### src/rtl/core/nmsdp_pkg.sv
// Shared types and constants for the N:M sparse masked dot product block.
// No dependencies; every other file in rtl/core but nmsdp_ram uses this package.
`default_nettype none

package nmsdp_pkg;

  localparam int LANE_W    = 8;
  localparam int VALS_W    = 64;
  localparam int IDX_W     = 8;
  localparam int ACC_W     = 32;
  localparam int PROD_W    = 16;
  localparam int SUM_W     = 20;
  localparam int CFG_W     = 4;
  localparam int CFG_IDX_W = 4;

  localparam logic REQ_LOAD   = 1'b0;
  localparam logic REQ_WEIGHT = 1'b1;

  localparam logic [CFG_IDX_W-1:0] REG_GROUP_SIZE     = 4'd0;
  localparam logic [CFG_IDX_W-1:0] REG_KEPT_PER_GROUP = 4'd1;

  localparam logic [CFG_W-1:0] GS_RESET   = 4'd4;
  localparam logic [CFG_W-1:0] KEPT_RESET = 4'd2;
  localparam logic [CFG_W-1:0] GS_MIN     = 4'd2;

  localparam logic STATUS_OK  = 1'b0;
  localparam logic STATUS_ERR = 1'b1;

  localparam logic signed [ACC_W-1:0] ACC_MAX = 32'sh7FFF_FFFF;
  localparam logic signed [ACC_W-1:0] ACC_MIN = 32'sh8000_0000;

  // result queue: also bounds how many row results may be in flight
  localparam int FIFO_DEPTH = 8;
  localparam int FIFO_AW    = 3;
  localparam int FIFO_CNT_W = 4;
  localparam logic [FIFO_CNT_W-1:0] FIFO_FULL = 4'd8;

  typedef struct packed {
    logic                    valid;
    logic                    row_first;
    logic                    row_last;
    logic signed [ACC_W-1:0] bias;
  } ctrl_t;

  typedef struct packed {
    logic signed [ACC_W-1:0] y;
    logic                    status;
    logic                    saturated;
  } rsp_t;

endpackage

`default_nettype wire

### src/rtl/core/nmsdp_rsp_fifo.sv
// Small result queue between the merge stage and the result channel.
// Depends on nmsdp_pkg.
`default_nettype none

module nmsdp_rsp_fifo (
  input  logic             clk,
  input  logic             rst,
  input  logic             push,
  input  nmsdp_pkg::rsp_t  push_data,
  input  logic             out_ready,
  output logic             out_valid,
  output nmsdp_pkg::rsp_t  out_data
);

  nmsdp_pkg::rsp_t                   mem [nmsdp_pkg::FIFO_DEPTH];
  logic [nmsdp_pkg::FIFO_AW-1:0]     wr_ptr;
  logic [nmsdp_pkg::FIFO_AW-1:0]     rd_ptr;
  logic [nmsdp_pkg::FIFO_CNT_W-1:0]  count;
  logic                              pop;

  assign out_valid = (count != '0);
  assign out_data  = mem[rd_ptr];
  assign pop       = out_valid && out_ready;

  always_ff @(posedge clk) begin
    if (push) begin
      mem[wr_ptr] <= push_data;
    end
  end

  always_ff @(posedge clk) begin
    if (rst) begin
      wr_ptr <= '0;
      rd_ptr <= '0;
      count  <= '0;
    end else begin
      if (push) begin
        wr_ptr <= wr_ptr + 1'b1;
      end
      if (pop) begin
        rd_ptr <= rd_ptr + 1'b1;
      end
      if (push && !pop) begin
        count <= count + 1'b1;
      end else if (pop && !push) begin
        count <= count - 1'b1;
      end
    end
  end

endmodule

`default_nettype wire

### config.mk
export PLATFORM = sky130hd
export DESIGN_NAME = nmsdp_rsp_fifo
export DESIGN_NICKNAME = d
export VERILOG_FILES = /design/src/rtl/core/nmsdp_pkg.sv /design/src/rtl/core/nmsdp_rsp_fifo.sv
export SDC_FILE = /design/constraint.sdc
export NUM_CORES = 1
export LEC_CHECK = 0
export ABC_AREA = 1
export BUFFER_PORTS_ARGS = -buffer_cell sky130_fd_sc_hd__buf_2
export CAP_MARGIN = 20
export CORE_MARGIN = 2
export CORE_UTILIZATION = 54
export CTS_CLUSTER_DIAMETER = 80
export DETAILED_ROUTE_END_ITERATION = 6
export PLACE_DENSITY = 0.75
export REMOVE_ABC_BUFFERS = 1
export SYNTH_ARGS = -nofsm -noshare
export SYNTH_HDL_FRONTEND = slang
export SYNTH_SLANG_ARGS = --single-unit
### constraint.sdc
create_clock -name clk -period 2.4 [get_ports clk]
set_clock_uncertainty 0.05 [all_clocks]
set_input_delay 0 -clock clk [delete_from_list [all_inputs] [get_ports clk]]
set_output_delay 0 -clock clk [all_outputs]
set_load 0.02 [all_outputs]
==> out/qor.txt <==
Switching share of power = 0.297
Most frequent cell after synthesis = nor2_1
Power density cells = 979 nW/um^2
First-pass GRT wire length = 37.7 mm
Root Driver = clkbuf_16
RD Place Congestion = 0.751
Share of cells above drive strength 1 = 0.139
Yosys top cell area share = 0.713
Flip-flop and latch area = 8430 sq um
Synth unique cells = 22
Die Ht = 150 um
Mapped Area = 11500 sq um
Main synth FF type = edfxtp_1
Final count of negative-setup-slack endpoints = 0
Multi-input logic area = 2740 sq um
Seq pwr share = 0.428
Vias per cell = 5.36
FILL cells = 1502
Detailed-route via count = 7492
Final net count = 1145
Post-Layout Cell Count = 1398
Core area = 21000 sq um
Synth Area per Inst = 11.6 sq um
Worst endpoint required time = 2350 ps
Die footprint = 22400 sq um
Area grow syn2layout = 19.0%
Clock Latency Late Sink = 540 ps
Internal Power = 9.39 mW
Lkg Pwr = 5.11 nW
Number of H-tree levels = 1
Cells after DPL = 1308
CTS clock-pin slew for the worst setup and hold paths = 60 ps
Die Width = 150 um
Finished Cell Area = 13600 sq um
Vias in the first global route = 7331
Rel. slew slack = 0.578
Post-synthesis mux area share = 0
Max-cap violations = 0
Setup CP Type = reg -> out
DP Area = 12200 sq um
1st-iter DRT viols = 747
Post-CTS Setup Repair Bufs = 0
Xor and xnor fraction of the mapped netlist area = 0.00153
Min-delay src = push_data[15]
Peak supply drop = 0.000509 V
Rows = 53
Outcome = finished, final reports clean
Final hold vios = 0
Synth Register Bits = 285
Post-synthesis simple-gate area fraction = 0.160
Hold crit path type = in -> reg
Largest net degree at the start of global routing = 84
Largest area contributor in the netlist = edfxtp_1
Top post-synthesis cells by area = edfxtp_1 71%, nor2_1 9.4%, nand2_1 6.2%
Num CTS Buffers = 28
Sink Count = 285
Net switching power figure = 3.96 mW
CTS tree = built
DRT antenna net count = 0
Fmax = 0.449 GHz
Antenna violations before repair = 0
Gr ovfl total = 0
Pre-CTS setup slack = 243 ps
Async S/R FF share, synth = 0
Worst Path Arrival = 2180 ps
IO Count = 73
Share of total power in combinational logic = 0.230
Dpl hpwl = 12.8 mm
Setup ws final = 171 ps
Post-synth EDFFs = 272
Synth Instances = 992
Period Utilization, post-route = 0.929
Drt total wl = 24.1 mm
Total GRT Usage = 0.216
Diode count = 0
CP Launch Type = register
RSZ-0062 raised after global routing = no
Most frequent cells after synthesis = 288 x nor2_1, 272 x edfxtp_1, 189 x nand2_1
Worst-margin pin slew = 633 ps
Worst-path fanout max = 83
Count of input and output buffers = 72
Clk pwr share = 0.342
Synth Area in Adders = 0.00721
DR WL/cell = 17.2 um
Synth Area in Compound Gates = 0.0651
# DRC = 0
Fin Setup TNS = 0 ps
Largest buffer count on any clock path = 3
Initial Utilization = 0.547
Nature of the critical path endpoint = output port
Ys Warns = 0
Min Tclk post-route = 2230 ps
Final Max Slew Viols = 0
Register area share after synthesis = 0.735
Main combinational cell family by area after synthesis = simple AND/OR/NAND/NOR gates
FF-to-FF Start = count[1]
Pre-Repair DR Iteration Count = 5
## routing by layer
metal / wire length (um) / track usage / share of wire
met5: 0 / 0 / 0
met4: 530 / 0.0679 / 0.022
met3: 1520 / 0.0287 / 0.063
met1: 10100 / 0.296 / 0.42
met2: 11900 / 0.365 / 0.49
## state kept, by name (all words and copies together), names as in the netlist, named ones only
| register | count |
|---|---|
| count | 4 |
| mem | 272 |
| rd_ptr | 3 |
| wr_ptr | 3 |
## power by group through the flow
stage               clock network, mW  logic (mW)  registers, mW
detailed placement                  0        2.99           5.81
CTS                              4.60        3.07           5.71
finish                           4.57        3.07           5.71
global route                     4.82        3.44           5.73
global placement                    0        2.89           5.81
floorplan                           0        1.82           5.95
## cell usage in the layout, fill, tap and decap left out, types with 7 or more instances in the layout
| cell type | instances |
|---|---|
| nor2_1 | 280 |
| edfxtp_1 | 272 |
| nand2_1 | 189 |
| o21ai_0 | 100 |
| buf_2 | 72 |
| o21ai_1 | 41 |
| dlygate4sd3_1 | 38 |
| clkbuf_16 | 33 |
| inv_1 | 11 |
| buf_12 | 11 |
| dfxtp_1 | 10 |
| clkinv_2 | 8 |
| nor2_4 | 8 |
| a21oi_1 | 8 |
| clkbuf_8 | 7 |
## through the flow
stage,power (mW),hold slack (ps),utilization
final,13.4,225,0.651
after global placement,8.70,206,0.584
after global routing,14.0,227,0.651
after detailed placement,8.80,215,0.584
after floorplan,7.77,19.1,-
after CTS,13.4,213,0.650
## area by class of cell
type | instances | area share
sequential | 285 | 0.619
clock buffer | 42 | 0.0682
timing repair buffer | 130 | 0.0775
clock inverter | 10 | 0.00569
inverter | 14 | 0.00395
multi-input combinational | 642 | 0.201
tap | 275 | 0.0252
## critical path, cell delays in order, from the launching register on
cell	delay, ps
dfxtp_4	500
buf_16	360
nor2_1	100
nor2_1	100
o21ai_0	90
nand2_1	90
nand2_1	50
nand2_1	170
buf_2	190
## timing repair
item	in CTS	in global routing
hold buffers	38	0
gates resized for setup	0	3
hold endpoints to repair	285	0
endpoints found under the setup margin	0	3
## logic make-up after synthesis
logic type,after synthesis
buf+inv,65
compound gates,149
fa+ha+maj,6
flops,285
simple gates,485
xor+xnor,2
## final timing paths
kind,slack (ps),end,cells past startpoint
setup / recovery,170,out_data[33],8
hold / removal,230,mem[0][15],2
setup reg to reg,240,count[3],11
hold reg to reg,480,register,2
(Power assumes the default switching activity.)
