### src/rtl/core/nmsdp_pkg.sv
// Shared types and constants for the N:M sparse masked dot product block.
// No dependencies; every other file in rtl/core but nmsdp_ram uses this package.
`default_nettype none

package nmsdp_pkg;

  localparam int LANE_W    = 8;
  localparam int VALS_W    = 64;
  localparam int IDX_W     = 8;
  localparam int ACC_W     = 32;
  localparam int PROD_W    = 16;
  localparam int SUM_W     = 20;
  localparam int CFG_W     = 4;
  localparam int CFG_IDX_W = 4;

  localparam logic REQ_LOAD   = 1'b0;
  localparam logic REQ_WEIGHT = 1'b1;

  localparam logic [CFG_IDX_W-1:0] REG_GROUP_SIZE     = 4'd0;
  localparam logic [CFG_IDX_W-1:0] REG_KEPT_PER_GROUP = 4'd1;

  localparam logic [CFG_W-1:0] GS_RESET   = 4'd4;
  localparam logic [CFG_W-1:0] KEPT_RESET = 4'd2;
  localparam logic [CFG_W-1:0] GS_MIN     = 4'd2;

  localparam logic STATUS_OK  = 1'b0;
  localparam logic STATUS_ERR = 1'b1;

  localparam logic signed [ACC_W-1:0] ACC_MAX = 32'sh7FFF_FFFF;
  localparam logic signed [ACC_W-1:0] ACC_MIN = 32'sh8000_0000;

  // result queue: also bounds how many row results may be in flight
  localparam int FIFO_DEPTH = 8;
  localparam int FIFO_AW    = 3;
  localparam int FIFO_CNT_W = 4;
  localparam logic [FIFO_CNT_W-1:0] FIFO_FULL = 4'd8;

  typedef struct packed {
    logic                    valid;
    logic                    row_first;
    logic                    row_last;
    logic signed [ACC_W-1:0] bias;
  } ctrl_t;

  typedef struct packed {
    logic signed [ACC_W-1:0] y;
    logic                    status;
    logic                    saturated;
  } rsp_t;

endpackage

`default_nettype wire

### src/rtl/core/nmsdp_merge.sv
// Merge stage: sums lane products, then does the saturating accumulate
// and forms the row result. Depends on nmsdp_pkg.
`default_nettype none

module nmsdp_merge #(
  parameter int LANES = 8
) (
  input  logic                                 clk,
  input  logic                                 rst,
  input  nmsdp_pkg::ctrl_t                     ctrl,
  input  logic signed [nmsdp_pkg::PROD_W-1:0]  prod [LANES],
  input  logic [nmsdp_pkg::CFG_W-1:0]          group_size,
  input  logic [nmsdp_pkg::CFG_W-1:0]          kept_per_group,
  output logic                                 push,
  output nmsdp_pkg::rsp_t                      res
);

  logic signed [nmsdp_pkg::SUM_W-1:0] tree_sum;
  logic signed [nmsdp_pkg::SUM_W-1:0] s3_sum;
  nmsdp_pkg::ctrl_t                   s3_ctrl;
  logic                               s3_valid;

  logic signed [nmsdp_pkg::ACC_W-1:0] acc;
  logic                               clip_seen;

  logic signed [nmsdp_pkg::ACC_W-1:0] base;
  logic signed [nmsdp_pkg::ACC_W:0]   total;
  logic signed [nmsdp_pkg::ACC_W-1:0] acc_next;
  logic                               clip_next;
  logic                               over_hi;
  logic                               over_lo;
  logic                               bad;

  always_comb begin
    tree_sum = '0;
    for (int k = 0; k < LANES; k++) begin
      tree_sum = tree_sum + nmsdp_pkg::SUM_W'(prod[k]);
    end
  end

  always_ff @(posedge clk) begin
    if (rst) begin
      s3_valid <= 1'b0;
    end else begin
      s3_valid <= ctrl.valid;
    end
  end

  always_ff @(posedge clk) begin
    s3_sum  <= tree_sum;
    s3_ctrl <= ctrl;
  end

  assign bad = (group_size < nmsdp_pkg::GS_MIN) ||
               (group_size > nmsdp_pkg::CFG_W'(LANES)) ||
               (kept_per_group >= group_size);

  always_comb begin
    base    = s3_ctrl.row_first ? s3_ctrl.bias : acc;
    total   = (nmsdp_pkg::ACC_W + 1)'(base) + (nmsdp_pkg::ACC_W + 1)'(s3_sum);
    // top two bits disagree: result left the int32 range
    over_hi = !total[nmsdp_pkg::ACC_W] && total[nmsdp_pkg::ACC_W-1];
    over_lo = total[nmsdp_pkg::ACC_W] && !total[nmsdp_pkg::ACC_W-1];
    if (over_hi) begin
      acc_next = nmsdp_pkg::ACC_MAX;
    end else if (over_lo) begin
      acc_next = nmsdp_pkg::ACC_MIN;
    end else begin
      acc_next = total[nmsdp_pkg::ACC_W-1:0];
    end
    clip_next = (s3_ctrl.row_first ? 1'b0 : clip_seen) | over_hi | over_lo;
  end

  always_ff @(posedge clk) begin
    if (rst) begin
      acc       <= '0;
      clip_seen <= 1'b0;
    end else if (s3_valid && !bad) begin
      acc       <= acc_next;
      clip_seen <= clip_next;
    end
  end

  assign push = s3_valid && s3_ctrl.row_last;

  always_comb begin
    if (bad) begin
      res.y         = '0;
      res.status    = nmsdp_pkg::STATUS_ERR;
      res.saturated = 1'b0;
    end else begin
      res.y         = acc_next;
      res.status    = nmsdp_pkg::STATUS_OK;
      res.saturated = clip_next;
    end
  end

endmodule

`default_nettype wire

### config.mk
export PLATFORM = sky130hd
export DESIGN_NAME = nmsdp_merge
export DESIGN_NICKNAME = d
export VERILOG_FILES = /design/src/rtl/core/nmsdp_pkg.sv /design/src/rtl/core/nmsdp_merge.sv
export SDC_FILE = /design/constraint.sdc
export NUM_CORES = 1
export LEC_CHECK = 0
export BUFFER_PORTS_ARGS = -buffer_cell sky130_fd_sc_hd__buf_4
export CAP_MARGIN = 20
export CORE_MARGIN = 4
export CORE_UTILIZATION = 50
export CTS_CLUSTER_DIAMETER = 40
export DETAILED_ROUTE_END_ITERATION = 7
export PLACE_DENSITY = 0.75
export SYNTH_ARGS = -nofsm -noshare
export SYNTH_HDL_FRONTEND = slang
export SYNTH_SLANG_ARGS = --single-unit
### constraint.sdc
create_clock -name clk -period 6 [get_ports clk]
set_input_delay 1.2 -clock clk [delete_from_list [all_inputs] [get_ports clk]]
set_output_delay 1.2 -clock clk [all_outputs]
set_load 0.02 [all_outputs]
==> results of run 1 <==
through the flow:
step	instances	TNS [ns]	util (%)	setup slack (ns)	hold WS (ns)
3_5_place_dp	1393	-0.0259	61.7	-0.0259	0.481
5_1_grt	1413	0	63.7	0.0473	0.518
4_1_cts	1409	0	63.5	0.202	0.499
2_1_floorplan	992	0	-	0.440	0.447
6_report	1413	0	63.7	0.333	0.495
3_3_place_gp	1393	0	61.7	0.0379	0.454
per-layer routing:
layer | wire length, um | part of all wire, % | GRT usage (%) | vias up
li1 | - | - | - | 3582
met1 | 8570 | 44 | 26.2 | 3344
met2 | 9420 | 48 | 34.8 | 182
met3 | 1170 | 6.0 | 3.95 | 31
met4 | 431 | 2.2 | 6.32 | 0
met5 | 0 | 0 | 0 | -
report_power, final:
group	internal (W)	switching, W
Clock	0.000316	0.000228
Combinational	0.00173	0.00223
Sequential	0.000723	0.0000561
Total	0.00277	0.00251
critical path: stages:
cell	delay, ns
buf_4	0.08
inv_1	0.04
fa_1	0.53
inv_1	0.06
fa_1	0.50
fa_1	0.54
inv_1	0.05
fa_1	0.46
inv_1	0.07
ha_1	0.16
inv_1	0.05
fa_1	0.39
nor2b_1	0.13
o21ai_0	0.12
a21oi_1	0.25
o21ai_0	0.15
a21boi_1	0.25
o2111ai_1	0.18
a31oi_1	0.33
nor4b_1	0.10
a211o_1	0.27
worst paths after layout:
kind,slack [ns],startpoint,endpoint
worst max-delay path,0.33,prod[2],s3_sum[18]
worst min-delay path,0.49,clip_seen,clip_seen
worst max register to register,2.06,s3_ctrl[33],acc[26]
worst min register to register,0.49,clip_seen,clip_seen
cells in the final DEF (no fill, tap or decap), types with 15 or more instances in the layout:
cell type and n:
a21oi_2 15, buf_4 222, o21ai_0 20, dfxtp_1 88, a21oi_1 61, ha_1 56, mux2_2 33, nand2_1 35
fa_1 101, a211oi_1 32, nor2_1 95, inv_1 240, xnor2_1 23
flip-flops by register name, indices dropped and copies added, names as in the netlist:
register and cells:
acc 32, clip_seen 1, s3_ctrl 34, s3_sum 20, s3_valid 1
area by class of cell:
| type | instances | area (um^2) |
|---|---|---|
| Sequential cell | 88 | 1760 |
| Inverter | 240 | 901 |
| Multi-Input combinational cell | 627 | 5820 |
| Clock inverter | 3 | 23.8 |
| Clock buffer | 13 | 270 |
| Fill cell | 1467 | 6100 |
| Timing Repair Buffer | 222 | 1670 |
| Tap cell | 220 | 275 |
repair_timing:
action,4_1_cts,5_1_grt
gates resized for setup,0,1
endpoints found under the hold margin,0,0
setup buffers,0,4
setup endpoints to repair,0,7
kinds of logic after synthesis:
| family | after synthesis | synth area share, % |
|---|---|---|
| muxes | 39 | 5.25 |
| adders and majority gates | 157 | 31.3 |
| buffers and inverters | 277 | 13.0 |
| xor gates and xnor gates | 35 | 3.53 |
| DFF | 88 | 20.3 |
| AOI/OAI and AO/OA | 204 | 16.3 |
| and+or+nand+nor | 192 | 10.4 |
==> flow_metrics.py, run 1 <==
metrics = {
    "synth": {
        "netlist_area_mm2": 0.00869,
        "ys.flop_type": "dfxtp_1",
        "synth_nets": 1322,
        "avgSynthCellArea_um2": 8.76,
        "synthTopCellsByArea": "fa_1 (23%), dfxtp_1 (20%), inv_1 (10%), ha_1 (8.1%), mux2_2 (4.3%)",
        "ys_warn_count": 0,
        "netlist_top_cells_count": "inv_1 (240), fa_1 (101), nor2_1 (96), dfxtp_1 (88), a21oi_1 (61)",
        "synth_top_area_share_pct": 23.3,
        "ys_types": 70,
        "ys_ff_latch": 88,
        "yosysMostFrequentCell": "inv_1",
        "syn-instance-count": 992,
        "yosysSeqAreaShare_pct": 20.3,
        "synth.largest_area_cell": "fa_1",
        "async_flop_share_pct": 0,
        "synth_edf_count": 0,
    },
    "job": {
        "cap_violations": 0,
    },
    "outcome": {
        "status": "finished, final reports clean",
    },
    "detailed_routing": {
        "wl_per_cell_um": 13.9,
        "dr.pass1.iters": 5,
        "drtIter0Drc": 287,
        "vias_per_cell": 5.05,
        "drtAntennaViolNets": 0,
        "drc": 0,
        "drt_wl_total_um": 19600,
        "num_vias": 7139,
    },
    "worst_setup_path": {
        "critPathLaunchType": "input port",
        "crit_path_max_fanout": 4,
        "worst-setup-path-type": "input port to flip-flop",
        "worstPathRequired_ns": 6.23,
        "cp_data_arrival_time_ns": 5.90,
        "critPathCaptureType": "flip-flop",
        "timing.reg2reg.worst_path_depth": 12,
    },
    "die": {
        "core_mm2": 0.0168,
        "die_h_um": 140,
        "die_x_um": 140,
        "start_util_pct": 51.7,
        "rows": 47,
        "die_area_mm2": 0.0196,
        "io_pins": 208,
    },
    "power": {
        "p_per_area_mw_per_mm2": 493,
        "total_power_w": 0.00528,
        "ir_worst_vdd_v": 0.000206,
        "p_leak_nw": 5.43,
    },
    "finish": {
        "num_antenna_cells": 0,
        "final_area_mm2": 0.0107,
        "drive_gt1_share_pct": 26.1,
        "final_nets": 1518,
        "area_growth_pct": 23.3,
    },
    "hold_path": {
        "holdPathStages": 2,
        "min_path_type": "flip-flop to flip-flop",
    },
    "sta": {
        "fin_crit_sh_pct": 94.4,
        "max_slew.worst_pin.slew_ns": 0.960,
        "slew_violations": 0,
        "final-setup-viol-count": 0,
        "hold_violations": 0,
        "relSlewSlack_pct": 35.9,
        "rsz0062_at_grt": "false",
        "fin_skew_ns": 0.00683,
        "max_freq_ghz": 0.176,
        "post-route-min-period_ns": 5.67,
    },
    "global_route": {
        "grt_overflow": 0,
        "grt_pass1_vias": 7481,
        "grt_usage_pct": 20.4,
        "grt_max_degree": 43,
        "grt_pass1_wl_um": 33400,
        "antenna_found_initial": 0,
    },
    "placement": {
        "port_buffers": 207,
        "dp_hpwl_um": 16200,
        "placed_area_mm2": 0.0104,
        "gp_congestion": 0.896,
    },
    "cts": {
        "htree_levels": 3,
        "clock_latency_ns": 0.35,
        "cts_buffers": 9,
        "clkSlewWorstSetupHoldPaths_ns": 0.06,
        "cts_buffer_depth": 2,
        "cts-root-buf": "clkbuf_16",
        "cts_sinks": 88,
        "hold_buffers": 0,
        "cts_tree": "done",
    },
}
Note: power is estimated with default switching activity, not from simulation.
==> run 2, diff against run 1 <==
clock period = 5.41 ns   (was 6 ns; I/O delays follow)
==> run 2 against run 1 <==
Compared with the run above:
- wire length is 0.55% higher
- utilization is 1.1 points higher
- sequential cell count stayed put
- via count is 0.43% lower
- global-route usage hardly changed
- clock power is 21% higher
- critical endpoint unchanged
==> flow_metrics.py, run 2 (synthesis results as in run 1) <==
metrics = {
    "outcome": {
        "status": "finished, final reports clean",
    },
    "cts": {
        "clkSlewWorstSetupHoldPaths_ns": 0.07,
        "hold_buffers": 0,
        "cts_tree": "done",
        "cts_buffers": 9,
        "cts_sinks": 88,
        "cts_buffer_depth": 2,
        "htree_levels": 3,
        "clock_latency_ns": 0.35,
        "cts-root-buf": "clkbuf_16",
    },
    "global_route": {
        "grt_pass1_vias": 7340,
        "grt_use_met1_pct": 26.2,
        "antenna_found_initial": 0,
        "grtUsageMet3_pct": 3.84,
        "use_met2_pct": 35.6,
        "busiest_layer": "met2",
        "grt_pass1_wl_um": 33400,
        "grt_max_degree": 43,
        "grt_overflow": 0,
        "grt_usage_pct": 20.4,
    },
    "detailed_routing": {
        "dr.pass1.iters": 4,
        "wl_per_cell_um": 13.9,
        "drtIter0Drc": 210,
        "num_vias": 7108,
        "drtAntennaViolNets": 0,
        "drc": 0,
        "vias_per_cell": 5.01,
        "drt_wl_total_um": 19700,
    },
    "finish": {
        "final_nets": 1525,
        "layout_commonest_cell": "inv_1",
        "fin_cells": 1419,
        "num_antenna_cells": 0,
        "fin_util_pct": 64.8,
        "largest_reg_flops": 34,
        "top_register": "s3_ctrl",
        "area_growth_pct": 25.4,
        "final_cell_mix": "inv_1 (240), buf_4 (226), fa_1 (100), nor2_1 (95), dfxtp_1 (87)",
        "drive_gt1_share_pct": 27.7,
        "top_regs": "s3_ctrl (34), acc (32), s3_sum (20)",
    },
    "worst_setup_path": {
        "reg2reg_setup_slack_ns": 1.66,
        "timing.reg2reg.worst_path_depth": 14,
        "worst-setup-path-type": "input port to flip-flop",
        "cp_num_cells": 21,
        "critPathCaptureType": "flip-flop",
        "critPathLaunchType": "input port",
        "slowest_delay_ns": 0.54,
        "critPathCapture": "s3_sum[18]",
        "critPathTopFamily": "adder cells",
        "crit_path_max_fanout": 4,
        "cp.buffers_inverters": 6,
        "critPathMostFrequentCell": "inv_1",
        "worst_r2r_endpoint": "acc[8]",
        "cp_cell_sequence": "buf_4 -> inv_1 -> fa_1 -> inv_1 -> fa_1 -> fa_1 -> inv_1 -> fa_1 -> inv_1 -> ha_1 -> inv_1 -> fa_2 -> nor2b_2 -> o21ai_2 -> a21oi_2 -> o21ai_2 -> a21boi_2 -> o2111ai_2 -> a31oi_4 -> nor4b_1 -> a211o_1",
        "worstPathRequired_ns": 5.64,
        "startpoint": "prod[2]",
        "worstReg2RegStart": "s3_ctrl[33]",
        "cp_data_arrival_time_ns": 5.43,
        "cpMaxStageDelayCell": "fa_1",
    },
    "sta": {
        "slew_violations": 0,
        "worst_slack_ns": 0.213,
        "setup_tns_ns": 0,
        "final-setup-viol-count": 0,
        "max_freq_ghz": 0.192,
        "timing.hold.ws_ns": 0.486,
        "fin_crit_sh_pct": 96.1,
        "max_slew.worst_pin.slew_ns": 0.627,
        "relSlewSlack_pct": 57.8,
        "hold_violations": 0,
        "post-route-min-period_ns": 5.20,
        "fin_skew_ns": 0.00820,
    },
    "die": {
        "rows": 47,
        "io_pins": 208,
        "die_x_um": 140,
        "die_area_mm2": 0.0196,
        "start_util_pct": 51.7,
        "core_mm2": 0.0168,
        "die_h_um": 140,
    },
    "placement": {
        "dp.cells": 1401,
        "dp_slack_ns": -0.412,
        "gp_congestion": 0.862,
        "dp_hpwl_um": 16300,
        "port_buffers": 207,
    },
    "power": {
        "ir_worst_vdd_v": 0.000297,
        "p_per_area_mw_per_mm2": 573,
        "p_leak_nw": 5.50,
    },
    "hold_path": {
        "min_path_type": "flip-flop to flip-flop",
    },
    "job": {
        "cap_violations": 0,
    },
}
[run 2: cell count changes in the layout (fill, tap and decap cells not counted), sizes merged]
cell | previous run | this run
buf | 222 | 229
clkbuf | 13 | 10
clkinvlp | 2 | 0
clkinv | 0 | 3
inv | 241 | 240
bufinv | 0 | 2
[run 2: worst min path at each step]
stage / start / to / slack [ns] / cells past startpoint
after floorplan: clip_seen / clip_seen / 0.45 / 2
after global placement: clip_seen / clip_seen / 0.45 / 2
after detailed placement: clip_seen / clip_seen / 0.48 / 2
after CTS: clip_seen / clip_seen / 0.49 / 2
after global routing: acc[6] / acc[6] / 0.53 / 2
final: clip_seen / clip_seen / 0.49 / 2
[run 2: routing by layer]
layer	vias to the layer above	share of wire, %
met4	0	1.1
met5	-	0
met3	15	6.0
met1	3335	44
li1	3593	-
met2	165	49
[run 2: tightest hold or removal path, stage by stage, from the launching register on]
cell	delay, ns
dfxtp_1	0.31
nand2_1	0.05
o22ai_1	0.07
[run 2: stage by stage]
| step | instance area, um^2 | power [W] |
|---|---|---|
| 2_1_floorplan | 8700 | 0.00432 |
| 3_3_place_gp | 10500 | 0.00534 |
| 3_5_place_dp | 10500 | 0.00541 |
| 4_1_cts | 10800 | 0.00610 |
| 5_1_grt | 10900 | 0.00690 |
| 6_report | 10900 | 0.00624 |
[run 2: report_power, final]
| part | internal, W | switching, W | leakage (nW) |
|---|---|---|---|
| logic | 0.00211 | 0.00261 | 4.61 |
| registers | 0.000802 | 0.0000641 | 0.732 |
| clock network | 0.000403 | 0.000255 | 0.153 |
| total | 0.00332 | 0.00293 | 5.50 |
[run 2: layout make-up]
class	count	area, um^2
fillers	1459	5920
clock inverters	5	82.6
clock buffers	10	229
well taps	220	275
multi-input cells	627	5910
repair buffers	229	1740
inverters	240	901
flip-flops and latches	88	1760
[run 2: repair_timing]
action,4_1_cts,5_1_grt
resized for setup,3,20
pin swaps,0,9
endpoints found under the hold margin,0,0
setup buffers,0,3
endpoints found under the setup margin,7,28
