## src/rtl/core/nmsdp_pkg.sv

```systemverilog
// Shared types and constants for the N:M sparse masked dot product block.
// No dependencies; every other file in rtl/core but nmsdp_ram uses this package.
`default_nettype none

package nmsdp_pkg;

  localparam int LANE_W    = 8;
  localparam int VALS_W    = 64;
  localparam int IDX_W     = 8;
  localparam int ACC_W     = 32;
  localparam int PROD_W    = 16;
  localparam int SUM_W     = 20;
  localparam int CFG_W     = 4;
  localparam int CFG_IDX_W = 4;

  localparam logic REQ_LOAD   = 1'b0;
  localparam logic REQ_WEIGHT = 1'b1;

  localparam logic [CFG_IDX_W-1:0] REG_GROUP_SIZE     = 4'd0;
  localparam logic [CFG_IDX_W-1:0] REG_KEPT_PER_GROUP = 4'd1;

  localparam logic [CFG_W-1:0] GS_RESET   = 4'd4;
  localparam logic [CFG_W-1:0] KEPT_RESET = 4'd2;
  localparam logic [CFG_W-1:0] GS_MIN     = 4'd2;

  localparam logic STATUS_OK  = 1'b0;
  localparam logic STATUS_ERR = 1'b1;

  localparam logic signed [ACC_W-1:0] ACC_MAX = 32'sh7FFF_FFFF;
  localparam logic signed [ACC_W-1:0] ACC_MIN = 32'sh8000_0000;

  // result queue: also bounds how many row results may be in flight
  localparam int FIFO_DEPTH = 8;
  localparam int FIFO_AW    = 3;
  localparam int FIFO_CNT_W = 4;
  localparam logic [FIFO_CNT_W-1:0] FIFO_FULL = 4'd8;

  typedef struct packed {
    logic                    valid;
    logic                    row_first;
    logic                    row_last;
    logic signed [ACC_W-1:0] bias;
  } ctrl_t;

  typedef struct packed {
    logic signed [ACC_W-1:0] y;
    logic                    status;
    logic                    saturated;
  } rsp_t;

endpackage

`default_nettype wire

```

## src/rtl/core/nmsdp_lane.sv

```systemverilog
// One multiply lane: gated int8 x int8 product, registered.
// Depends on nmsdp_pkg.
`default_nettype none

module nmsdp_lane (
  input  logic                                 clk,
  input  logic                                 en,
  input  logic signed [nmsdp_pkg::LANE_W-1:0]  w,
  input  logic signed [nmsdp_pkg::LANE_W-1:0]  a,
  output logic signed [nmsdp_pkg::PROD_W-1:0]  prod
);

  // the cast keeps the multiply signed; a bare '0 arm would make it unsigned
  always_ff @(posedge clk) begin
    prod <= en ? nmsdp_pkg::PROD_W'(w * a) : '0;
  end

endmodule

`default_nettype wire

```

## config.mk

```make
export PLATFORM = sky130hd
export DESIGN_NAME = nmsdp_lane
export DESIGN_NICKNAME = d
export VERILOG_FILES = /design/src/rtl/core/nmsdp_pkg.sv /design/src/rtl/core/nmsdp_lane.sv
export SDC_FILE = /design/constraint.sdc
export NUM_CORES = 1
export LEC_CHECK = 0
export BUFFER_PORTS_ARGS = -buffer_cell sky130_fd_sc_hd__buf_2
export CAP_MARGIN = 15
export CELL_PAD_IN_SITES_DETAIL_PLACEMENT = 1
export CELL_PAD_IN_SITES_GLOBAL_PLACEMENT = 2
export CORE_UTILIZATION = 37
export DETAILED_ROUTE_END_ITERATION = 10
export PLACE_DENSITY_LB_ADDON = 0.1
export SYNTH_ARGS = -nofsm -noshare
export SYNTH_HDL_FRONTEND = slang
export SYNTH_SLANG_ARGS = --single-unit
```

## constraint.sdc

```tcl
create_clock -name clk -period 5 [get_ports clk]
set_input_delay 0.25 -clock clk [delete_from_list [all_inputs] [get_ports clk]]
set_output_delay 0.25 -clock clk [all_outputs]
set_load 0.005 [all_outputs]
```

==> results by stage, run 1 <==
Run status:
- The flow ran to the end, and the final reports show no timing, DRC or antenna violations.

STA:
- The final worst hold slack is 0.377 ns.
- Setup violations remaining at the end of the flow were counted as 0.
- In the finished design, the share of the clock period the worst path needs comes to 0.833.
- Static timing analysis puts the maximum clock frequency at between 200 and 250 MHz.
- At the pin with the least slew margin, the transition time is 0.400 ns.
- The tightest slew margin relative to the limit is 0.732.
- The number of failing hold endpoints at the final stage came to 0.
- The final critical path time including I/O delays and setup is 4.16 ns.
- Adding up every negative setup slack in the final design gives 0 ns.
- The final max-slew violation count is 0.
- Setup repair after global routing left no endpoint under its margin.

Setup path:
- The critical path buffer and inverter count is 2.
- Walking the worst path, the cells encountered are buf_2 -> nand2_1 -> fa_1 -> fa_1 -> fa_1 -> fa_1 -> inv_1 -> ha_1 -> a21o_1 -> a221o_1 -> a21o_1 -> nor4_2 -> nand2b_1.
- The depth of the critical timing path with buffers and inverters included is 13.
- The category of the worst setup path launch point is a primary input.
- The endpoint required time on the critical path is 5.19 ns.
- The largest fanout on the critical path is 8.
- Broken down by cell family, the worst path's largest delay share belongs to adder cells.
- The critical path capture point type is a flip-flop.
- The worst setup path is of the primary input to flip-flop kind.
- In this design, the stage delay of the slowest critical-path cell is 0.78 ns.
- For the worst setup path, the data arrival time is about 4.4 ns.
- The most repeated library cell on the critical path is fa_1.
- The worst-path cell with the longest stage delay is fa_1.

Clocking:
- Hold repair after CTS inserted 0 buffers.
- In this run, post-CTS repair resized a total of 0 instances.
- The clock sink count is 16.
- The number of buffers added by the clock tree synthesis step is 3.
- The clock tree from TritonCTS is built.
- Clock-pin slew was measured on the worst setup and hold paths at 0.06 ns.
- In this run the number of H-tree levels came out at 1.
- After clock tree synthesis, the setup repair step added 0 buffers.
- The longest clock path from root to sink contains 2 buffers.
- The clock tree root buffer cell is clkbuf_8.

Global routing:
- The largest net degree at the start of global routing is 14.
- The via count of the first global-routing pass is around 2500.
- The initial antenna violation count is 0.
- The all-layer global routing usage is 0.177.
- For this run the aggregate overflow at the end of global routing stands at 0.
- The global-route wire length before repair is 11.6 mm.

Finish:
- The final layout contains about 470 nets.
- The largest registers in the layout are prod (16).
- After filler insertion, the fill cell instance count of the layout stands at around 950.
- Leaving out fill and tap cells, the most frequent cells in the layout are 88 x inv_1, 55 x fa_1, 46 x and2_1.
- Of the cells placed in the final design, the portion with a size suffix greater than 1 is 0.123.
- The number of flip-flops in the largest register is 16.
- The diode insertion count for antenna repair is 0.
- Relative to the synthesized area, the layout overhead comes to 11.8%.
- The library cell used most frequently in the layout, excluding fill and tap cells, is inv_1.
- The register with the highest flop count is prod.

Drt:
- The starting DRC count in detailed routing is 34.
- The routed via count divided by cell count is between 4 and 5.
- Dividing the detail-routed wire length by the instance count gives approximately 14 um.
- The total length of routed wires is between 6 and 7 mm.
- The count of antenna-violating nets left after detailed routing is 0.
- The routed layout has 2189 vias.
- The first detailed-routing pass took 4 iterations.
- The post-detailed-route DRC marker count is 0.

Power:
- The largest vdd supply drop is 0.309 mV.
- The proportion of power drawn by flip-flops and latches is 0.124.
- Of the total power, the clock network draws 0.077.
- After layout, the design draws a total of 1.50 mW.
- Of the total power, combinational logic draws 0.800.
- Of the total power, the share spent switching nets is 0.475.
- The total net switching power is 710 uW.
- In this run the power density over the cells is 449 nW/um^2.
- The internal power of the cells is 786 uW.
- The standby leakage power is 1.76 nW.

Synth:
- Of the total synthesized cell area, the portion taken by AND, OR, NAND and NOR gates is 0.194.
- Of the total synthesized cell area, the portion taken by XOR and XNOR cells is 0.0294.
- The netlist uses 39 different library cells.
- The top flip-flop cell by instance count after synthesis is dfxtp_1.
- When the netlist entered floorplanning its net count stood at 430.
- The library cell with the largest summed area after synthesis is fa_1.
- The gate count after technology mapping is 328.
- For this run, the number of Yosys warnings is 0.
- The share of synthesized area in the top cell type comes to 0.369.
- The share of synthesized area occupied by flip-flops and latches is 0.107.
- The compound-cell area share of the yosys netlist is 0.0541.
- The synthesized-area fraction occupied by adder cells is 0.491.
- In this run the mean area of a mapped cell was between 9 and 10 um^2.
- The register bit total from synthesis is 16.
- The summed instance area of the synthesized netlist is 2980 um^2.
- The share of synthesized area spent on multiplexers is 0.0105.
- Of all flip-flops after synthesis, the portion carrying an async set or reset was 0.
- Yosys mapped a number of flops with a built-in enable equal to 0.
- Sorting the synthesized cells by area gives the leading types as fa_1 37%, ha_1 12%, inv_1 11%.
- The main combinational cell family by area after synthesis is adder cells.

Floorplanning:
- The floorplan step defined a die boundary enclosing 8420 um^2.
- For this configuration, the core starts out at a cell density of 0.384.
- The die outline height is between 90 and 100 um.
- Pin placement for this block handled 34 I/O pins.
- The die width is about 90 um.
- The total number of placement rows is 32.
- The floorplan step defined a core boundary enclosing 7770 um^2.

Hold path:
- The worst hold path passes through 2 cells.
- The path class of the tightest hold or removal check is primary input to flip-flop.

Place:
- The quantity of I/O buffers inserted on ports is 33.
- At the end of routability-driven placement, the weighted congestion stood at 0.709.
- The total half-perimeter wirelength after legalization and detailed placement is 5.56 mm.

Job:
- The tool flagged a number of max-cap violations equal to 0.
area by class of cell:
cell class / count / area [um^2] / share of cell area
clock buffer: 4 / 55.1 / 0.0165
timing repair buffer: 34 / 173 / 0.0518
inverter: 89 / 334 / 0.100
tap: 102 / 128 / 0.0383
sequential: 16 / 320 / 0.0961
multi-input combinational: 222 / 2320 / 0.697
worst paths after layout:
| path | to | from |
|---|---|---|
| worst max-delay path | prod[15]$_SDFF_PN0_ | w[7] |
| worst min-delay path | prod[0]$_SDFF_PN0_ | a[0] |
synth_stat cells, types with 3 or more instances:
master and count:
nand2_1 19, nor3_1 5, nand2b_1 3, ha_1 29, nor2b_1 8, fa_1 55, nor2_1 7, inv_1 88
a21oi_1 5, o21a_1 3, a21o_1 4, xnor2_1 9, dfxtp_1 16, and2_1 46, o21ai_0 3
metrics by stage:
step                      instances  worst slack (ns)  utilization  cell area (um^2)
after floorplan                 328             0.999            -              2980
after global placement          463             0.638        0.422              3280
after detailed placement        463             0.567        0.422              3280
after CTS                       467             0.809        0.429              3330
after global routing            467             0.609        0.429              3330
final                           467             0.835        0.429              3330
power groups by stage:
stage	registers [mW]	clock network, mW	logic (mW)
finish	0.185	0.115	1.20
global route	0.189	0.126	1.41
CTS	0.186	0.117	1.22
detailed placement	0.188	0	1.21
global placement	0.187	0	1.20
floorplan	0.197	0	0.922
per-layer routing:
metal	vias to the layer above	GRT usage	wire length, um
li1	1057	-	-
met1	1109	0.213	2770
met5	-	0	0
met2	21	0.350	3580
met4	0	0.00781	14
met3	2	0.0199	97
kinds of logic after synthesis:
group | Yosys count
DFF | 16
buffers and inverters | 90
adders and majority gates | 84
AOI/OAI and AO/OA | 23
and+or+nand+nor | 102
muxes | 3
xor gates and xnor gates | 10
(Power assumes the default switching activity.)
==> run 2, diff against run 1 <==
--- a/config.mk
+++ b/config.mk
@@ -9,7 +9,7 @@
 export CAP_MARGIN = 15
 export CELL_PAD_IN_SITES_DETAIL_PLACEMENT = 1
 export CELL_PAD_IN_SITES_GLOBAL_PLACEMENT = 2
-export CORE_UTILIZATION = 37
+export CORE_UTILIZATION = 34
 export DETAILED_ROUTE_END_ITERATION = 10
 export PLACE_DENSITY_LB_ADDON = 0.1
 export SYNTH_ARGS = -nofsm -noshare
==> constraint.sdc (replaced) <==
create_clock -name clk -period 3.4 [get_ports clk]
set_input_delay 0.17 -clock clk [delete_from_list [all_inputs] [get_ports clk]]
set_output_delay 0.17 -clock clk [all_outputs]
set_load 0.005 [all_outputs]
==> run 2 against run 1 <==
The flow now finishes with violations (setup timing). Via count up 8.7%. Die area up 8.6%. Non-clock buffer count up 46. Global-route usage down 0.25 points. Worst hold slack worse by 0.075 ns. Final area up 25%. Final cell count up 10%. Setup slack worse by 1.0 ns. Critical path depth up 1. Sequential power up 48%. Critical path type unchanged. Largest cell class unchanged. Highest routed layer is now met3.
==> results by stage, run 2 (synthesis results as in run 1) <==
Power:
- The fraction of power consumed by combinational cells is 0.863 (was 0.800).
- The largest vdd supply drop is 0.709 mV (was 0.309 mV).
- The internal power of the cells is 1.88 mW (was 786 uW).
- The overall power after layout was 3.25 mW (was 1.50 mW).
- The total net switching power came to 1.37 mW (was 710 uW).
- The proportion of power drawn by flip-flops and latches is 0.084 (was 0.124).
- The share of total power consumed by net switching is 0.421 (was 0.475).
- The part of the total power dissipated in the clock network is 0.053 (was 0.077).
- The standby leakage power is 2.04 nW (was 1.76 nW).
- The power density over the cells is 780 nW/um^2 (was 449 nW/um^2).

STA:
- RSZ-0062 raised after global routing: yes (was no).
- The number of failing hold endpoints at the final stage is 0 (unchanged).
- The setup TNS after final layout is -0.762 ns (was 0 ns).
- The minimum setup slack in the final design is -0.206 ns (was 0.835 ns).
- The final-report setup violation count came to 7 (was 0).
- The tightest slew margin relative to the limit is 0.769 (was 0.732).
- Dividing the final minimum period by the clock period gives 1.06.
- The measured slew at the worst slew-check pin came to 0.344 ns (was 0.400 ns).
- The final max-slew violation count was 0 (unchanged).
- Derived from the worst setup path, the maximum achievable clock frequency is 277 MHz.
- The final critical path time including I/O delays and setup is 3.61 ns.

Finish:
- The diode insertion count for antenna repair is 0 (unchanged).
- The area of all placed cells without fillers is 4170 um^2 (was 3330 um^2).
- The layout cell share with drive strength beyond 1 came to 0.414 (was 0.123).
- The non-filler instance count after layout is 516 (was 467).
- Commonest cells after routing, fill and taps aside: 68 x inv_1, 49 x fa_1, 44 x buf_4 (was 88 x inv_1, 55 x fa_1, 46 x and2_1).
- The final net count is 514 (was 468).
- Largest registers in the final layout: prod (16) (unchanged).
- The register with the highest flop count is prod (unchanged).
- The number of flip-flops in the largest register came to 16 (unchanged).
- The leading cell type in the layout, fill and taps excluded was inv_1 (unchanged).
- The synthesis-to-layout area growth is 39.8% (was 11.8%).

Floorplanning:
- The total number of placement rows is 33 (was 32).
- The I/O pin total is 34 (unchanged).
- The die outline height is 95.6 um (was 91.8 um).
- The starting utilization of the core area is 0.357 (was 0.384).
- The placeable core region is 8340 um^2 (was 7770 um^2).
- The area of the die is 9150 um^2 (was 8420 um^2).
- The die width is 95.6 um (was 91.8 um).

Hold path:
- The worst min-delay path category was primary input to flip-flop (unchanged).

Drt:
- The uppermost metal layer occupied by signal nets is met3 (was met4).
- The number of search-and-repair iterations in the first detailed-routing pass is 3 (was 4).
- The routed length on met1 came to 2.92 mm (was 2.77 mm).
- The starting DRC count in detailed routing came to 31 (was 34).
- The count of antenna-violating nets left after detailed routing is 0 (unchanged).
- The routed via count divided by cell count came to 4.61 (was 4.69).
- The wire length on met2 is 3.95 mm (was 3.58 mm).
- The sum of met3 wire segment lengths after detailed routing is 105 um (was 97 um).
- The total via count in the routed design was 2380 (was 2189).
- The wire length per cell is 13.5 um (was 13.8 um).
- The total length of routed wires is 6.97 mm (was 6.46 mm).
- The post-detailed-route DRC marker count came to 0 (unchanged).

Setup path:
- The data arrival at the endpoint of the critical path is 3.75 ns (was 4.36 ns).
- The startpoint of the worst setup timing path is w[7] (unchanged).
- The endpoint required time on the critical path is 3.54 ns (was 5.19 ns).
- The critical path endpoint is prod[15]$_SDFF_PN0_ (unchanged).
- The startpoint-to-endpoint class of the critical path is primary input to flip-flop (unchanged).
- The largest fanout on the critical path is 8 (unchanged).
- The critical path capture point type is a flip-flop (unchanged).
- The category of the worst setup path launch point was a primary input (unchanged).

Clocking:
- The clock tree root buffer cell is clkbuf_8 (unchanged).
- The clock tree from TritonCTS is built (unchanged).
- The number of H-tree levels is 1 (unchanged).
- The maximum clock insertion buffer count was 2 (unchanged).
- The clock sink count came to 16 (unchanged).
- The clock-pin slew on the worst setup and hold paths is 0.07 ns (was 0.06 ns).
- The number of buffers added by the clock tree synthesis step was 3 (unchanged).

Global routing:
- The initial antenna violation count is 0 (unchanged).
- The all-layer global routing usage is 0.174 (was 0.177).
- The global-route wire length before repair is 12.2 mm (was 11.6 mm).
- The final global-route overflow total came to 0 (unchanged).
- The via count of the first global-routing pass was 2683 (was 2452).
- The largest net degree at the start of global routing came to 14 (unchanged).

Place:
- The quantity of I/O buffers inserted on ports came to 33 (unchanged).
- The standard cell area after detailed placement is 3750 um^2 (was 3280 um^2).
- The total half-perimeter wirelength after legalization and detailed placement was 6.14 mm (was 5.56 mm).
- The cell count after placement was 505 (was 463).
- The weighted congestion reported at the end of routability-driven placement is 0.749 (was 0.709).

Job:
- The count of max-cap constraint violations is 0 (unchanged).

Run status:
- The final reports fail on setup timing.
- Status: finished with violations (was finished clean).
run 2: routing by layer:
layer	global-route usage	vias to the layer above
met5	0	-
met4	0.00373	0
met1	0.212	1209
li1	-	1154
met3	0.0215	0
met2	0.343	17
run 2: worst min path at each step:
stage | start | to | slack [ns] | cells after the start
finish | en | prod[14]$_SDFF_PN0_ | 0.30 | 3
global route | en | prod[14]$_SDFF_PN0_ | 0.33 | 3
CTS | en | prod[14]$_SDFF_PN0_ | 0.30 | 3
detailed placement | prod[4]$_SDFF_PN0_ | prod[4] | 0.55 | 1
global placement | prod[7]$_SDFF_PN0_ | prod[7] | 0.55 | 1
floorplan | a[0] | prod[0]$_SDFF_PN0_ | 0.32 | 1
run 2: worst max-delay path, stage by stage:
cell and delay [ns]:
buf_12 0.12, and2_4 0.17, fa_1 0.54, inv_1 0.05, fa_1 0.52, fa_1 0.43, fa_1 0.53, inv_2 0.05
ha_4 0.22, a21o_1 0.19, a221o_1 0.31, a21o_1 0.19, o211ai_1 0.18, nand2b_1 0.08
run 2: cell type report:
class                   count  area, um^2
fillers                   969        4170
repair buffers             80         627
multi-input cells         222        2700
well taps                 105         131
flip-flops and latches     16         320
inverters                  89         339
clock buffers               4        55.1
run 2: power groups by stage:
| stage | sequential [mW] | combinational, mW | clock (mW) |
|---|---|---|---|
| 3_5_place_dp | 0.280 | 2.51 | 0 |
| 3_3_place_gp | 0.277 | 2.47 | 0 |
| 5_1_grt | 0.282 | 3.15 | 0.185 |
| 2_1_floorplan | 0.289 | 1.68 | 0 |
| 4_1_cts | 0.276 | 2.65 | 0.173 |
| 6_report | 0.274 | 2.80 | 0.171 |
run 2: through the flow:
step                       util  hold slack (ns)  setup WS [ns]
after global placement    0.449            0.546         -0.549
after global routing      0.500            0.327         -0.315
final                     0.500            0.303         -0.206
after detailed placement  0.449            0.545         -0.589
after floorplan               -            0.316         -0.212
after CTS                 0.478            0.303         -0.241
run 2: repair_timing:
| action | CTS | global route |
|---|---|---|
| resized for setup | 46 | 42 |
| buffers inserted | 2 | 6 |
| endpoints found under the hold margin | 0 | 0 |
| pin swaps | 24 | 36 |
| hold buffers | 0 | 0 |
| setup endpoints to repair | 8 | 8 |
==> run 3, diff against run 2 <==
--- a/config.mk
+++ b/config.mk
@@ -12,6 +12,8 @@
 export CORE_UTILIZATION = 34
 export DETAILED_ROUTE_END_ITERATION = 10
 export PLACE_DENSITY_LB_ADDON = 0.1
+export REMOVE_ABC_BUFFERS = 1
+export SLEW_MARGIN = 20
 export SYNTH_ARGS = -nofsm -noshare
 export SYNTH_HDL_FRONTEND = slang
 export SYNTH_SLANG_ARGS = --single-unit
==> run 3 against run 2 <==
The run still ends with setup timing left. First-iteration DRC count shrank 23%. Power shrank 0.33%. Sequential share of layout area is essentially flat. Final area grew 0.39%. Sequential power is essentially flat. Final cell count grew 1.6%. Global-route usage grew 0.38 points. Non-clock buffer count grew 8. Count of clock-buffer cells in the layout is the same. Setup slack gained 0.0018 ns. Core utilization grew 0.20 points. Critical path type unchanged. Critical endpoint unchanged.
==> results by stage, run 3 (synthesis results as in run 1) <==
Run status:
- Status: finished with violations (unchanged).
- Violations in the final reports: setup timing (unchanged).

Power:
- The standby leakage power is 2.07 nW (was 2.04 nW).
- The largest vdd supply drop came to 0.714 mV (was 0.709 mV).
- The power density over the cells is 774 nW/um^2 (was 780 nW/um^2).

Setup path:
- The worst-path cell with the longest stage delay is fa_1 (unchanged).
- The kind of cell with the highest combined delay on the critical path was adder cells (unchanged).
- The startpoint-to-endpoint class of the critical path is primary input to flip-flop (unchanged).
- The endpoint required time on the critical path came to 3.54 ns (about the same).
- The most repeated library cell on the critical path is fa_1 (unchanged).
- The data arrival at the endpoint of the critical path is 3.75 ns (about the same).
- The delay of the slowest cell on the worst path came to 0.53 ns (was 0.54 ns).
- Cell-by-cell trace of the critical path: buf_12 -> and2_4 -> fa_1 -> inv_2 -> fa_1 -> inv_2 -> fa_1 -> inv_1 -> fa_1 -> inv_2 -> ha_4 -> a21o_1 -> a21oi_2 -> buf_6 -> a211oi_4 -> nor4_2 -> nand2b_1 (was buf_12 -> and2_4 -> fa_1 -> inv_1 -> fa_1 -> fa_1 -> fa_1 -> inv_2 -> ha_4 -> a21o_1 -> a221o_1 -> a21o_1 -> o211ai_1 -> nand2b_1).
- The largest fanout on the critical path is 8 (unchanged).
- The critical path capture point type is a flip-flop (unchanged).
- The category of the worst setup path launch point is a primary input (unchanged).
- The critical path buffer and inverter count was 6 (was 3).

STA:
- The tightest slew margin relative to the limit is 0.826 (was 0.769).
- RSZ-0062 raised after global routing: yes (unchanged).
- The final worst hold slack is 0.311 ns (was 0.303 ns).
- The measured slew at the worst slew-check pin is 0.259 ns (was 0.344 ns).
- The minimum setup slack in the final design is -0.204 ns (was -0.206 ns).
- The final-report setup violation count is 7 (unchanged).
- The setup TNS after final layout is -1.09 ns (was -0.762 ns).
- The maximum clock frequency came to 277 MHz (about the same).
- The final max-slew violation count is 0 (unchanged).
- The post-route fraction of the period consumed by the critical path was 1.06 (about the same).
- The number of failing hold endpoints at the final stage is 0 (unchanged).
- The final critical path time including I/O delays and setup came to 3.60 ns (was 3.61 ns).

Drt:
- The total via count in the routed design is 2430 (was 2380).
- The starting DRC count in detailed routing is 24 (was 31).
- The post-detailed-route DRC marker count came to 0 (unchanged).
- The total length of routed wires is 7.22 mm (was 6.97 mm).
- The count of antenna-violating nets left after detailed routing is 0 (unchanged).
- The wire length per cell is 13.8 um (was 13.5 um).
- The number of search-and-repair iterations in the first detailed-routing pass is 2 (was 3).
- The routed via count divided by cell count is 4.64 (was 4.61).

Place:
- The total half-perimeter wirelength after legalization and detailed placement was 5.99 mm (was 6.14 mm).
- The quantity of I/O buffers inserted on ports is 33 (unchanged).
- The worst setup slack before clock tree synthesis was -0.848 ns (was -0.589 ns).
- The cell count after placement was 512 (was 505).
- The weighted congestion reported at the end of routability-driven placement is 0.796 (was 0.749).

Finish:
- The final net count is 522 (was 514).
- The non-filler instance count after layout is 524 (was 516).
- The leading cell type in the layout, fill and taps excluded was inv_1 (unchanged).
- The fraction of the core area covered by cells at the end of the flow was 0.502 (was 0.500).
- The layout cell share with drive strength beyond 1 is 0.432 (was 0.414).
- The synthesis-to-layout area growth was 40.3% (was 39.8%).
- The number of flip-flops in the largest register is 16 (unchanged).
- The diode insertion count for antenna repair is 0 (unchanged).
- Commonest cells after routing, fill and taps aside: 62 x inv_1, 53 x buf_4, 49 x fa_1 (was 68 x inv_1, 49 x fa_1, 44 x buf_4).
- The register with the highest flop count was prod (unchanged).
- Largest registers in the final layout: prod (16) (unchanged).

Hold path:
- The launch instance of the worst min-delay path is en (unchanged).
- The worst hold path endpoint is prod[12]$_SDFF_PN0_ (was prod[14]$_SDFF_PN0_).
- The instance count along the most critical hold path is 3 (unchanged).
- The worst min-delay path category was primary input to flip-flop (unchanged).

Floorplanning:
- The total number of placement rows is 33 (unchanged).
- The placeable core region is 8340 um^2 (unchanged).
- The die width is 95.6 um (unchanged).
- The I/O pin total is 34 (unchanged).
- The starting utilization of the core area is 0.357 (unchanged).
- The area of the die came to 9150 um^2 (unchanged).
- The die outline height is 95.6 um (unchanged).

Global routing:
- The final global-route overflow total came to 0 (unchanged).
- The all-layer global routing usage is 0.178 (was 0.174).
- The largest net degree at the start of global routing is 14 (unchanged).
- The initial antenna violation count is 0 (unchanged).
- The via count of the first global-routing pass is 2795 (was 2683).
- The global-route wire length before repair is 12.6 mm (was 12.2 mm).

Clocking:
- The maximum clock insertion buffer count is 2 (unchanged).
- The number of H-tree levels was 1 (unchanged).
- The clock sink count is 16 (unchanged).
- The clock tree from TritonCTS is built (unchanged).
- The number of buffers added by the clock tree synthesis step came to 3 (unchanged).
- The number of buffers inserted for hold repair after clock tree synthesis is 0 (unchanged).
- The clock-pin slew on the worst setup and hold paths is 0.07 ns (about the same).
- The clock tree root buffer cell is clkbuf_8 (unchanged).

Job:
- The count of max-cap constraint violations is 0 (unchanged).
-- run 3: timing repair --
item,CTS,global route
pin swaps,52,26
endpoints found under the setup margin,8,10
gates resized for setup,88,39
setup buffers,4,4
-- run 3: power by group --
| part | leakage (nW) | total (mW) | internal, mW | switching, mW |
|---|---|---|---|---|
| sequential | 0.133 | 0.273 | 0.260 | 0.0127 |
| combinational | 1.91 | 2.79 | 1.50 | 1.29 |
| clock | 0.0288 | 0.172 | 0.103 | 0.0690 |
-- run 3: final cells by class --
cell class	instances	area (um^2)
clock buffer	4	55.1
fill	963	4160
inverter	89	334
multi-input combinational	222	2660
sequential	16	320
tap	105	131
timing repair buffer	88	681
-- run 3: worst max path at each step --
stage | start | to | slack (ns) | cells past startpoint
floorplan | a[2] | prod[15]$_SDFF_PN0_ | -0.52 | 14
global placement | w[7] | prod[15]$_SDFF_PN0_ | -0.81 | 13
detailed placement | a[4] | prod[15]$_SDFF_PN0_ | -0.85 | 17
CTS | a[5] | prod[15]$_SDFF_PN0_ | -0.24 | 14
global route | w[7] | prod[15]$_SDFF_PN0_ | -0.37 | 17
finish | w[7] | prod[15]$_SDFF_PN0_ | -0.20 | 17
-- run 3: stage by stage --
| stage | cell area (um^2) | power, mW |
|---|---|---|
| final | 4180 | 3.24 |
| after detailed placement | 3630 | 2.49 |
| after floorplan | 2980 | 1.64 |
| after global routing | 4180 | 3.63 |
| after CTS | 4020 | 3.06 |
| after global placement | 3630 | 2.45 |
-- run 3: metal layers --
metal | share of wire | GRT usage | up-vias
li1 | - | - | 1162
met1 | 0.42 | 0.208 | 1248
met2 | 0.56 | 0.360 | 16
met3 | 0.012 | 0.0183 | 4
met4 | 0.0058 | 0.00871 | 0
met5 | 0 | 0 | -
